`src/rtl/mfa_pkg.sv`:
```
package mfa_pkg;

   typedef enum logic [1:0] {
      OP_ADD = 2'd0,
      OP_MUL = 2'd1,
      OP_INV = 2'd2,
      OP_DIV = 2'd3
   } op_type;

   typedef enum logic [3:0] {
      ST_IDLE,
      ST_RED_A,
      ST_RED_B,
      ST_DISPATCH,
      ST_MUL,
      ST_INV_DIV,
      ST_INV_STEP,
      ST_INV_END,
      ST_MUL2,
      ST_DONE
   } state_type;

   // Commands from the controller to the datapath.
   typedef struct packed {
      logic load;        // capture request word, start reduction of a
      logic red_b_start; // start reduction of b
      logic add;         // form modular sum into result
      logic mul_start;   // start shift-and-add multiply result = a*b
      logic inv_init;    // set up Euclid on the selected operand
      logic div_start;   // start remainder division r0 / r1
      logic inv_update;  // rotate remainders, start t update multiply
      logic inv_finish;  // check gcd, write result or error
      logic mul2_start;  // result = a * inverse
      logic clear_res;   // result = 0, flag = 0
   } cmd_type;

   // Status from the datapath to the controller.
   typedef struct packed {
      logic busy;     // the shared iterative unit is still working
      logic r1_zero;  // Euclid remainder reached zero
      logic x_zero;   // operand to invert is zero
      logic bad;      // gcd was not one
   } status_type;

endpackage

```
`src/rtl/mfa_if.sv`:
```
interface mfa_req_if #(parameter int WIDTH = 32);
   logic               valid;
   logic               ready;
   mfa_pkg::op_type    op;
   logic [WIDTH-1:0]   operand_a;
   logic [WIDTH-1:0]   operand_b;
   modport source (output valid, op, operand_a, operand_b, input ready);
   modport sink   (input valid, op, operand_a, operand_b, output ready);
endinterface

interface mfa_rsp_if #(parameter int WIDTH = 32);
   logic               valid;
   logic               ready;
   logic [WIDTH-1:0]   result;
   logic               not_invertible;
   modport source (output valid, result, not_invertible, input ready);
   modport sink   (input valid, result, not_invertible, output ready);
endinterface

interface mfa_csr_if #(parameter int WIDTH = 32);
   logic               valid;
   logic               ready;
   logic [WIDTH-1:0]   data;
   modport source (output valid, data, input ready);
   modport sink   (input valid, data, output ready);
endinterface

```
`src/rtl/mfa_ctrl.sv`:
```
module mfa_ctrl (
   input  logic                 clock,
   input  logic                 reset,
   input  logic                 req_valid,
   output logic                 req_ready,
   input  mfa_pkg::op_type      req_op,
   output logic                 done,
   input  logic                 rsp_taken,
   input  mfa_pkg::status_type  status,
   output mfa_pkg::cmd_type     cmd
);

   mfa_pkg::state_type state_ff, state_in;
   mfa_pkg::op_type    op_ff, op_in;

   always_ff @(posedge clock) begin
      if (reset) begin
         state_ff <= mfa_pkg::ST_IDLE;
         op_ff    <= mfa_pkg::OP_ADD;
      end else begin
         state_ff <= state_in;
         op_ff    <= op_in;
      end
   end

   always_comb begin
      state_in = state_ff;
      op_in    = op_ff;
      case (state_ff)
         mfa_pkg::ST_IDLE: begin
            if (req_valid) begin
               state_in = mfa_pkg::ST_RED_A;
               op_in    = req_op;
            end
         end
         mfa_pkg::ST_RED_A: begin
            if (!status.busy) state_in = mfa_pkg::ST_RED_B;
         end
         mfa_pkg::ST_RED_B: begin
            if (!status.busy) state_in = mfa_pkg::ST_DISPATCH;
         end
         mfa_pkg::ST_DISPATCH: begin
            case (op_ff)
               mfa_pkg::OP_ADD: state_in = mfa_pkg::ST_DONE;
               mfa_pkg::OP_MUL: state_in = mfa_pkg::ST_MUL;
               default: state_in = mfa_pkg::ST_INV_DIV;
            endcase
         end
         mfa_pkg::ST_MUL, mfa_pkg::ST_MUL2: begin
            if (!status.busy) state_in = mfa_pkg::ST_DONE;
         end
         mfa_pkg::ST_INV_DIV: begin
            if (status.x_zero || status.r1_zero) state_in = mfa_pkg::ST_INV_END;
            else if (!status.busy) state_in = mfa_pkg::ST_INV_STEP;
         end
         mfa_pkg::ST_INV_STEP: begin
            if (!status.busy) state_in = mfa_pkg::ST_INV_DIV;
         end
         mfa_pkg::ST_INV_END: begin
            if (op_ff == mfa_pkg::OP_DIV && !status.x_zero && !status.bad)
               state_in = mfa_pkg::ST_MUL2;
            else
               state_in = mfa_pkg::ST_DONE;
         end
         mfa_pkg::ST_DONE: begin
            if (rsp_taken) state_in = mfa_pkg::ST_IDLE;
         end
         default: state_in = mfa_pkg::ST_IDLE;
      endcase
   end

   // Busy reflects a start command from the following cycle on, so each start is
   // issued on the cycle that enters the waiting state.
   always_comb begin
      cmd       = '0;
      req_ready = 1'b0;
      done      = 1'b0;
      case (state_ff)
         mfa_pkg::ST_IDLE: begin
            req_ready = 1'b1;
            cmd.load  = req_valid;
         end
         mfa_pkg::ST_RED_A: cmd.red_b_start = !status.busy;
         mfa_pkg::ST_DISPATCH: begin
            case (op_ff)
               mfa_pkg::OP_ADD: cmd.add = 1'b1;
               mfa_pkg::OP_MUL: cmd.mul_start = 1'b1;
               default: cmd.inv_init = 1'b1;
            endcase
         end
         mfa_pkg::ST_INV_DIV: begin
            if (!status.x_zero && !status.r1_zero && !status.busy)
               cmd.inv_update = 1'b1;
         end
         mfa_pkg::ST_INV_STEP: cmd.div_start = !status.busy;
         mfa_pkg::ST_INV_END: begin
            cmd.inv_finish = 1'b1;
            cmd.mul2_start = op_ff == mfa_pkg::OP_DIV && !status.x_zero
                             && !status.bad;
         end
         mfa_pkg::ST_DONE: done = 1'b1;
         default: cmd = '0;
      endcase
   end

endmodule

```
`src/rtl/mfa_datapath.sv`:
```
module mfa_datapath #(
   parameter int WIDTH = 32
) (
   input  logic                 clock,
   input  logic                 reset,
   input  logic [WIDTH-1:0]     modulus,
   input  logic [WIDTH-1:0]     in_a,
   input  logic [WIDTH-1:0]     in_b,
   input  mfa_pkg::op_type      in_op,
   input  mfa_pkg::cmd_type     cmd,
   output mfa_pkg::status_type  status,
   output logic [WIDTH-1:0]     result,
   output logic                 not_invertible
);

   localparam int CW = $clog2(WIDTH + 1);

   // Shared iterative unit modes.
   typedef enum logic [1:0] {
      U_IDLE, U_DIV, U_MUL
   } umode_type;

   logic [WIDTH-1:0] m;
   assign m = (modulus == '0) ? {{(WIDTH-1){1'b0}}, 1'b1} : modulus;

   logic [WIDTH-1:0] a_ff, a_in, b_ff, b_in;
   logic [WIDTH-1:0] r0_ff, r0_in, r1_ff, r1_in, t0_ff, t0_in, t1_ff, t1_in;
   logic [WIDTH-1:0] res_ff, res_in;
   logic             bad_ff, bad_in, xz_ff, xz_in;
   mfa_pkg::op_type  op_ff, op_in;

   // Restoring divider state: remainder, quotient, dividend shifter.
   umode_type        mode_ff, mode_in;
   logic [CW-1:0]    cnt_ff, cnt_in;
   logic [WIDTH:0]   rem_ff, rem_in;
   logic [WIDTH-1:0] quo_ff, quo_in, dvd_ff, dvd_in, dsr_ff, dsr_in;
   // Multiplier state: accumulator, multiplicand, multiplier bits.
   logic [WIDTH-1:0] acc_ff, acc_in, mx_ff, mx_in, my_ff, my_in;
   logic [1:0]       dest_ff, dest_in; // 0 a, 1 b, 2 t update, 3 result

   localparam logic [1:0] D_A = 2'd0, D_B = 2'd1, D_T = 2'd2, D_RES = 2'd3;

   always_ff @(posedge clock) begin
      if (reset) begin
         mode_ff <= U_IDLE;
         cnt_ff  <= '0;
      end else begin
         mode_ff <= mode_in;
         cnt_ff  <= cnt_in;
      end
      a_ff <= a_in; b_ff <= b_in; r0_ff <= r0_in; r1_ff <= r1_in;
      t0_ff <= t0_in; t1_ff <= t1_in; res_ff <= res_in; bad_ff <= bad_in;
      xz_ff <= xz_in; op_ff <= op_in; rem_ff <= rem_in; quo_ff <= quo_in;
      dvd_ff <= dvd_in; dsr_ff <= dsr_in; acc_ff <= acc_in; mx_ff <= mx_in;
      my_ff <= my_in; dest_ff <= dest_in;
   end

   function automatic logic [WIDTH-1:0] addm(input logic [WIDTH-1:0] x,
      input logic [WIDTH-1:0] y, input logic [WIDTH-1:0] md);
      logic [WIDTH:0] s;
      s = {1'b0, x} + {1'b0, y};
      if (s >= {1'b0, md}) s = s - {1'b0, md};
      return s[WIDTH-1:0];
   endfunction

   function automatic logic [WIDTH-1:0] subm(input logic [WIDTH-1:0] x,
      input logic [WIDTH-1:0] y, input logic [WIDTH-1:0] md);
      return (x >= y) ? x - y : x + (md - y);
   endfunction

   logic [WIDTH:0] trial;
   logic [WIDTH:0] shifted;

   always_comb begin
      a_in = a_ff; b_in = b_ff; r0_in = r0_ff; r1_in = r1_ff;
      t0_in = t0_ff; t1_in = t1_ff; res_in = res_ff; bad_in = bad_ff;
      xz_in = xz_ff; op_in = op_ff; mode_in = mode_ff; cnt_in = cnt_ff;
      rem_in = rem_ff; quo_in = quo_ff; dvd_in = dvd_ff; dsr_in = dsr_ff;
      acc_in = acc_ff; mx_in = mx_ff; my_in = my_ff; dest_in = dest_ff;
      shifted = {rem_ff[WIDTH-1:0], dvd_ff[WIDTH-1]};
      trial   = shifted - {1'b0, dsr_ff};

      // Iteration of the shared unit, one bit per cycle.
      case (mode_ff)
         U_DIV: begin
            if (!trial[WIDTH]) begin
               rem_in = trial;
               quo_in = {quo_ff[WIDTH-2:0], 1'b1};
            end else begin
               rem_in = shifted;
               quo_in = {quo_ff[WIDTH-2:0], 1'b0};
            end
            dvd_in = {dvd_ff[WIDTH-2:0], 1'b0};
            cnt_in = cnt_ff - CW'(1);
            if (cnt_ff == CW'(1)) begin
               mode_in = U_IDLE;
               if (dest_ff == D_A) a_in = rem_in[WIDTH-1:0];
               if (dest_ff == D_B) b_in = rem_in[WIDTH-1:0];
            end
         end
         U_MUL: begin
            if (my_ff == '0) begin
               mode_in = U_IDLE;
               if (dest_ff == D_T) begin
                  t1_in = subm(t0_ff, acc_ff, m);
                  t0_in = t1_ff;
               end else begin
                  res_in = acc_ff;
               end
            end else begin
               if (my_ff[0]) acc_in = addm(acc_ff, mx_ff, m);
               mx_in = addm(mx_ff, mx_ff, m);
               my_in = my_ff >> 1;
            end
         end
         default: mode_in = U_IDLE;
      endcase

      if (cmd.load) begin
         a_in = in_a; b_in = in_b; op_in = in_op;
         bad_in = 1'b0; xz_in = 1'b0; res_in = '0;
         mode_in = U_DIV; cnt_in = CW'(WIDTH); rem_in = '0;
         dvd_in = in_a; dsr_in = m; dest_in = D_A;
      end
      if (cmd.red_b_start) begin
         mode_in = U_DIV; cnt_in = CW'(WIDTH); rem_in = '0;
         dvd_in = b_ff; dsr_in = m; dest_in = D_B;
      end
      if (cmd.add) res_in = addm(a_ff, b_ff, m);
      if (cmd.mul_start || cmd.mul2_start) begin
         mode_in = U_MUL; acc_in = '0; dest_in = D_RES;
         mx_in = a_ff;
         my_in = cmd.mul2_start ? t0_ff : b_ff;
      end
      if (cmd.inv_init) begin
         r0_in = m;
         r1_in = (op_ff == mfa_pkg::OP_INV) ? a_ff : b_ff;
         xz_in = r1_in == '0;
         t0_in = '0;
         t1_in = (m == {{(WIDTH-1){1'b0}}, 1'b1}) ? '0 : {{(WIDTH-1){1'b0}}, 1'b1};
         mode_in = U_DIV; cnt_in = CW'(WIDTH); rem_in = '0;
         dvd_in = m; dsr_in = r1_in; dest_in = D_T;
      end
      if (cmd.div_start) begin
         mode_in = U_DIV; cnt_in = CW'(WIDTH); rem_in = '0;
         dvd_in = r0_ff; dsr_in = r1_ff; dest_in = D_T;
      end
      // Quotient is below m except for the first step, where r0 = m and
      // r1 = 1 gives q = m, which is zero modulo m.
      if (cmd.inv_update) begin
         r0_in = r1_ff;
         r1_in = rem_ff[WIDTH-1:0];
         mode_in = U_MUL; acc_in = '0; dest_in = D_T;
         mx_in = (quo_ff >= m) ? '0 : quo_ff;
         my_in = t1_ff;
      end
      if (cmd.inv_finish) begin
         bad_in = !xz_ff && r0_ff != {{(WIDTH-1){1'b0}}, 1'b1};
         res_in = (op_ff == mfa_pkg::OP_INV && !xz_ff && !bad_in) ? t0_ff : '0;
      end
      if (cmd.clear_res) begin
         res_in = '0; bad_in = 1'b0;
      end
   end

   assign status.busy    = mode_ff != U_IDLE;
   assign status.r1_zero = r1_ff == '0;
   assign status.x_zero  = xz_ff;
   assign status.bad     = !xz_ff && r0_ff != {{(WIDTH-1){1'b0}}, 1'b1};
   assign result         = res_ff;
   assign not_invertible = bad_ff;

endmodule

```
`src/rtl/modular_field_arithmetic.sv`:
```
// Channel  Ports  Direction  Moves
// -------  -----  ---------  ------------------------------------------
// request  req_   in         op, operand_a, operand_b
// response rsp_   out        result, not_invertible
// config   csr_   in         modulus write data
//
// An item runs the two reductions, plus a shift-and-add for a multiply. An
// inverse spends one division and one shift-and-add per Euclid step over at
// most about 1.5*WIDTH steps, and a divide adds one final multiply; the
// shared bit-serial divide and multiply unit serves one word at a time.
// Reset is synchronous and active high; the modulus resets to one.
// A finished word waits in the result registers while rsp_ready is low;
// no new request word is taken until it has been delivered.
module modular_field_arithmetic #(
   parameter int WIDTH = 32
) (
   input  logic clock,
   input  logic reset,
   mfa_req_if.sink   req,
   mfa_rsp_if.source rsp,
   mfa_csr_if.sink   csr
);

   mfa_pkg::cmd_type    cmd;
   mfa_pkg::status_type status;
   logic                done;
   logic [WIDTH-1:0]    modulus_ff;

   // Modulus always ready; writes must come only while idle, unenforced.
   assign csr.ready = 1'b1;
   always_ff @(posedge clock) begin
      if (reset) begin
         modulus_ff <= {{(WIDTH-1){1'b0}}, 1'b1};
      end else if (csr.valid) begin
         modulus_ff <= csr.data;
      end
   end

   mfa_ctrl u_ctrl (
      .clock     (clock),
      .reset     (reset),
      .req_valid (req.valid),
      .req_ready (req.ready),
      .req_op    (req.op),
      .done      (done),
      .rsp_taken (rsp.ready),
      .status    (status),
      .cmd       (cmd)
   );

   mfa_datapath #(.WIDTH(WIDTH)) u_dp (
      .clock          (clock),
      .reset          (reset),
      .modulus        (modulus_ff),
      .in_a           (req.operand_a),
      .in_b           (req.operand_b),
      .in_op          (req.op),
      .cmd            (cmd),
      .status         (status),
      .result         (rsp.result),
      .not_invertible (rsp.not_invertible)
   );

   assign rsp.valid = done;

`ifndef SYNTHESIS
   a_no_req_while_busy: assert property (@(posedge clock) disable iff (reset)
      rsp.valid |-> !req.ready)
      else $error("request taken while a response is pending");
   a_result_in_range: assert property (@(posedge clock) disable iff (reset)
      rsp.valid && modulus_ff > {{(WIDTH-1){1'b0}}, 1'b1} |-> rsp.result < modulus_ff)
      else $error("result not reduced");
   a_flag_zero_result: assert property (@(posedge clock) disable iff (reset)
      rsp.valid && rsp.not_invertible |-> rsp.result == '0)
      else $error("error flag with nonzero result");
`endif

endmodule

```
`src/flat_wrapper.sv`:
```
// flat-port wrapper written by rule: the top's interface ports become plain ports
module modular_field_arithmetic_flat 
#(
   parameter int WIDTH = 32
)
  (clock, reset, req_valid, req_op, req_operand_a, req_operand_b, req_ready, rsp_valid, rsp_result, rsp_not_invertible, rsp_ready, csr_valid, csr_data, csr_ready);
  mfa_req_if #(.WIDTH(WIDTH)) req_i ();
  mfa_rsp_if #(.WIDTH(WIDTH)) rsp_i ();
  mfa_csr_if #(.WIDTH(WIDTH)) csr_i ();
  input  logic clock;
  input  logic reset;
  input wire logic [$bits(req_i.valid)-1:0] req_valid;
  input wire logic [$bits(req_i.op)-1:0] req_op;
  input wire logic [$bits(req_i.operand_a)-1:0] req_operand_a;
  input wire logic [$bits(req_i.operand_b)-1:0] req_operand_b;
  output wire logic [$bits(req_i.ready)-1:0] req_ready;
  output wire logic [$bits(rsp_i.valid)-1:0] rsp_valid;
  output wire logic [$bits(rsp_i.result)-1:0] rsp_result;
  output wire logic [$bits(rsp_i.not_invertible)-1:0] rsp_not_invertible;
  input wire logic [$bits(rsp_i.ready)-1:0] rsp_ready;
  input wire logic [$bits(csr_i.valid)-1:0] csr_valid;
  input wire logic [$bits(csr_i.data)-1:0] csr_data;
  output wire logic [$bits(csr_i.ready)-1:0] csr_ready;
  assign req_i.valid = req_valid;
  assign req_i.op = req_op;
  assign req_i.operand_a = req_operand_a;
  assign req_i.operand_b = req_operand_b;
  assign req_ready = req_i.ready;
  assign rsp_valid = rsp_i.valid;
  assign rsp_result = rsp_i.result;
  assign rsp_not_invertible = rsp_i.not_invertible;
  assign rsp_i.ready = rsp_ready;
  assign csr_i.valid = csr_valid;
  assign csr_i.data = csr_data;
  assign csr_ready = csr_i.ready;
  modular_field_arithmetic #(.WIDTH(WIDTH)) u_core (.clock(clock), .reset(reset), .req(req_i), .rsp(rsp_i), .csr(csr_i));
endmodule
```
`config.mk`:
```
export PLATFORM = sky130hd
export DESIGN_NAME = modular_field_arithmetic_flat
export DESIGN_NICKNAME = d
export VERILOG_FILES = /design/src/rtl/mfa_pkg.sv /design/src/rtl/mfa_if.sv /design/src/rtl/mfa_ctrl.sv /design/src/rtl/mfa_datapath.sv /design/src/rtl/modular_field_arithmetic.sv /design/src/flat_wrapper.sv
export SDC_FILE = /design/constraint.sdc
export NUM_CORES = 2
export LEC_CHECK = 0
export ABC_AREA = 1
export BUFFER_PORTS_ARGS = -buffer_cell sky130_fd_sc_hd__buf_2
export CAP_MARGIN = 30
export CORE_MARGIN = 1.5
export CORE_UTILIZATION = 45
export DETAILED_ROUTE_END_ITERATION = 8
export PLACE_DENSITY_LB_ADDON = 0.25
export REMOVE_ABC_BUFFERS = 1
export SLEW_MARGIN = 10
export SYNTH_ARGS = -nofsm -noshare
export SYNTH_HDL_FRONTEND = slang
export SYNTH_SLANG_ARGS = --single-unit
export TNS_END_PERCENT = 50
```
`constraint.sdc`:
```
create_clock -name clock -period 12.41 [get_ports clock]
set_input_delay 0 -clock clock [delete_from_list [all_inputs] [get_ports clock]]
set_output_delay 0 -clock clock [all_outputs]
set_load 0.1 [all_outputs]
```
==> impl_metrics.csv <==
group,metric,value,unit
outcome,status,"complete, no violations",
worst_hold_path,worst_hold_path.endpoint,"u_core.modulus_ff[1]$_SDFFE_PP0P_",
final_layout,nets,6178,
final_layout,final_layout_size_suffix_gt1_frac,0.0737,
die,die_y,303,µm
worst_hold_path,min_path_type,"primary input to flip-flop",
sta,timing.final.crit_period,5230,ps
route,route.detailed.drc,0,
setup_path,worst_setup_path_start_kind,"flip-flop",
setup_path,cp_slowest_stage_delay,440,ps
route,ant_nets,0,
setup_path,r2r.worst_path.cells,23,
sta,setup_violations,0,
sta,max_clock_freq,0.191,GHz
setup_path,r2r-start,"u_core.u_dp.b_ff[0]$_DFFE_PP_",
route,routed_wl,171,mm
sta,final_max_slew_viol_count,0,
yosys,ys_ff_latch,500,
die,num_rows,109,
sta,maxSlewHeadroom,0.308,
clock_network,cts_root_buf,"clkbuf_16",
setup_path,crit_required,12780,ps
global_routing,track_usage,0.364,
clock_network,clk_latency,670,ps
sta,worstMarginPinSlew,1040,ps
clock_network,cts_buffer_depth,3,
sta,rsz0062_at_grt,"false",
placed_design,io_buffer_count,137,
setup_path,critical_path.max_fanout,48,
final_layout,area_growth,11.9,%
clock_network,cts.sinks,500,
clock_network,clk_pin_slew_worst_paths,60,ps
global_routing,antenna_found_initial,8,
yosys,synth-edff-count,356,
placed_design,post-place-cells,6749,
setup_path,r2r_slack,7180,ps
die,die_width,303,µm
global_routing,first_global_vias,38403,
die,dieArea,91900,µm²
final_layout,finish.cell_count_without_fillers,6964,
placed_design,dp_hpwl,135,mm
setup_path,r2r-end,"u_core.u_dp.result[22]$_DFFE_PP_",
worst_hold_path,hold_start,"csr_valid",
clock_network,cts_tree,"built",
route,via_count,40926,
yosys,yosysWarnings,0,
power,leakage,0.0203,µW
clock_network,htree_levels,2,
yosys,synthArstFlopShare,0,
die,io_pins,139,
setup_path,crit_type,"flip-flop to flip-flop",
run,cap_viol_max_count,0,
global_routing,grt_first_pass_wirelength,246,mm
setup_path,cp.arrival,5610,ps
power,powerDensity,312,nW/µm²
yosys,syn_area,40500,µm²
yosys,avgSynthCellArea,7.29,µm²
sta,period_share,0.422,
route,avgViaCountPerCell,5.88,
placed_design,routabilityCongestion,1.04,
setup_path,path_common_cell,"nand2_1",
yosys,netlist_instances,5561,
worst_hold_path,holdPathStages,4,
yosys,synth_cell_types,74,
clock_network,numCtsBuffers,58,
die,fp.coreArea,88800,µm²
setup_path,cp-end-kind,"flip-flop",
final_layout,final_cell_mix,"nand2_1, inv_1, a21oi_1, nor2_1, nand3_1",
route,wl_per_cell,24.6,µm
power,peakVddDrop,0.000162,V
global_routing,grt_max_degree,71,
die,start_util,0.457,
final_layout,final_common_cell,"nand2_1",
yosys,synth-seq-area-share,0.335,
sta,tns,0,ps
setup_path,cpMaxStageDelayCell,"edfxtp_1",
yosys,synthFlopType,"edfxtp_1",
sta,final-hold-violation-count,0,
setup_path,worstPathCellList,"ha_1, fa_1, nand2_1, a21oi_2, nand3_1, nand2_1, nand3_1, nand3_1, nand3_1, nand2_1, xor2_1, inv_1, ha_1, nand2_1, nor3_1, a21oi_1, nand2_1, nand2_1, nand2_2, buf_4, inv_2, nor2_1, o21bai_1",
route,drt_iter0_markers,4743,
sta,fin_skew,49.1,ps
global_routing,grt_overflow,0,
route,firstDrtPassIters,6,
==> critical path, delay by kind of cell (launching register included) <==
family / cells / cell delay [ps]
xor gates and xnor gates: 1 / 360
AOI/OAI and AO/OA: 3 / 590
DFF: 1 / 440
adders and majority gates: 3 / 860
buffers and inverters: 3 / 830
and+or+nand+nor: 13 / 1820
==> cells in the mapped netlist (all sizes together), types with 20 or more instances <==
cell type / n / area (µm²)
a21boi: 31 / 255
a21o: 47 / 353
a21oi: 546 / 2760
a31oi: 22 / 144
buf: 92 / 588
clkbuf: 69 / 260
dfxtp: 144 / 2880
edfxtp: 356 / 10700
fa: 38 / 761
ha: 289 / 3620
inv: 738 / 2770
nand2: 1365 / 5210
nand3: 398 / 2040
nand3b: 20 / 150
nand4: 55 / 350
nor2: 412 / 1620
nor3: 67 / 362
nor4: 42 / 282
o211ai: 27 / 203
o21ai: 423 / 2150
o21bai: 33 / 251
o221ai: 35 / 307
o22ai: 30 / 188
xnor2: 81 / 709
xor2: 97 / 850
==> cell families (layout without fill, tap and decap cells) <==
kind of cell    count (synthesis)  in the layout  synth area share
simple gates                 2387           2387             0.251
compound gates               1261           1261             0.176
buf+inv                       900           1135            0.0894
flops                         500            500             0.335
fa+ha+maj                     327            327             0.108
xor+xnor                      178            178            0.0384
mux                             7              7           0.00194
other cells                     1              4         0.0000925
==> sequential cells by signal (all words and copies together), names as in the netlist, 32 cells and up <==
name and count:
u_core.u_dp.t1_ff 32, u_core.modulus_ff 32, u_core.u_dp.dsr_ff 32, u_core.u_dp.result 32, u_core.u_dp.t0_ff 32, u_core.u_dp.a_ff 32
u_core.u_dp.dvd_ff 32, u_core.u_dp.acc_ff 32, u_core.u_dp.b_ff 32, u_core.u_dp.my_ff 32, u_core.u_dp.quo_ff 32, u_core.u_dp.r0_ff 32
u_core.u_dp.rem_ff 32, u_core.u_dp.mx_ff 32, u_core.u_dp.r1_ff 32
==> where the power goes <==
part	switching (µW)	internal [µW]	leakage (µW)
clock	758	1040	0.000954
combinational	6440	2950	0.0149
sequential	461	2500	0.00452
total	7660	6490	0.0203
==> routing by layer <==
metal  vias to the layer above  track usage  share of wire
met2                      2082        0.564           0.43
met3                       350       0.0608          0.098
met1                     19305        0.492           0.41
met4                         0        0.181          0.055
met5                         -            0              0
li1                      19189            -              -
==> repair_timing <==
action                                 CTS  global route
setup buffers                            0             0
endpoints found under the hold margin  137             0
resized for setup                        0             0
hold buffers                           104             0
==> worst max-delay path by stage <==
stage / slack, ps / end / cells after the start / startpoint
floorplan: 3480 / u_core.u_dp.mx_ff[0]$_DFFE_PP_ / 8 / u_core.u_dp.r1_ff[23]$_DFFE_PP_
global placement: 7420 / u_core.u_dp.result[15]$_DFFE_PP_ / 23 / u_core.u_dp.b_ff[0]$_DFFE_PP_
detailed placement: 7360 / u_core.u_dp.result[15]$_DFFE_PP_ / 23 / u_core.u_dp.b_ff[0]$_DFFE_PP_
CTS: 7340 / u_core.u_dp.result[15]$_DFFE_PP_ / 23 / u_core.u_dp.b_ff[0]$_DFFE_PP_
global route: 6890 / u_core.u_dp.acc_ff[3]$_SDFFE_PP0P_ / 23 / u_core.u_dp.mx_ff[0]$_DFFE_PP_
finish: 7180 / u_core.u_dp.result[22]$_DFFE_PP_ / 23 / u_core.u_dp.b_ff[0]$_DFFE_PP_
==> through the flow <==
stage | util | total power, µW | area (µm²) | hold WS [ps] | setup slack, ps
global placement | 0.476 | 12100 | 42300 | 198 | 7420
finish | 0.511 | 14100 | 45400 | 14.8 | 7180
detailed placement | 0.477 | 12100 | 42300 | 197 | 7360
global route | 0.511 | 15100 | 45300 | 66.6 | 6890
CTS | 0.511 | 13900 | 45300 | 3.93 | 7340
floorplan | - | 9290 | 39700 | 69.1 | 3480
==> area by class of cell <==
cell class              count  area, µm²
inverters                 739       2780
clock inverters            24        295
repair buffers            288       2120
fillers                  8880      43400
well taps                1165       1460
clock buffers              84       1670
diodes                      3       7.51
flip-flops and latches    500      13600
multi-input cells        4161      23500
Note: power is estimated with default switching activity, not from simulation.
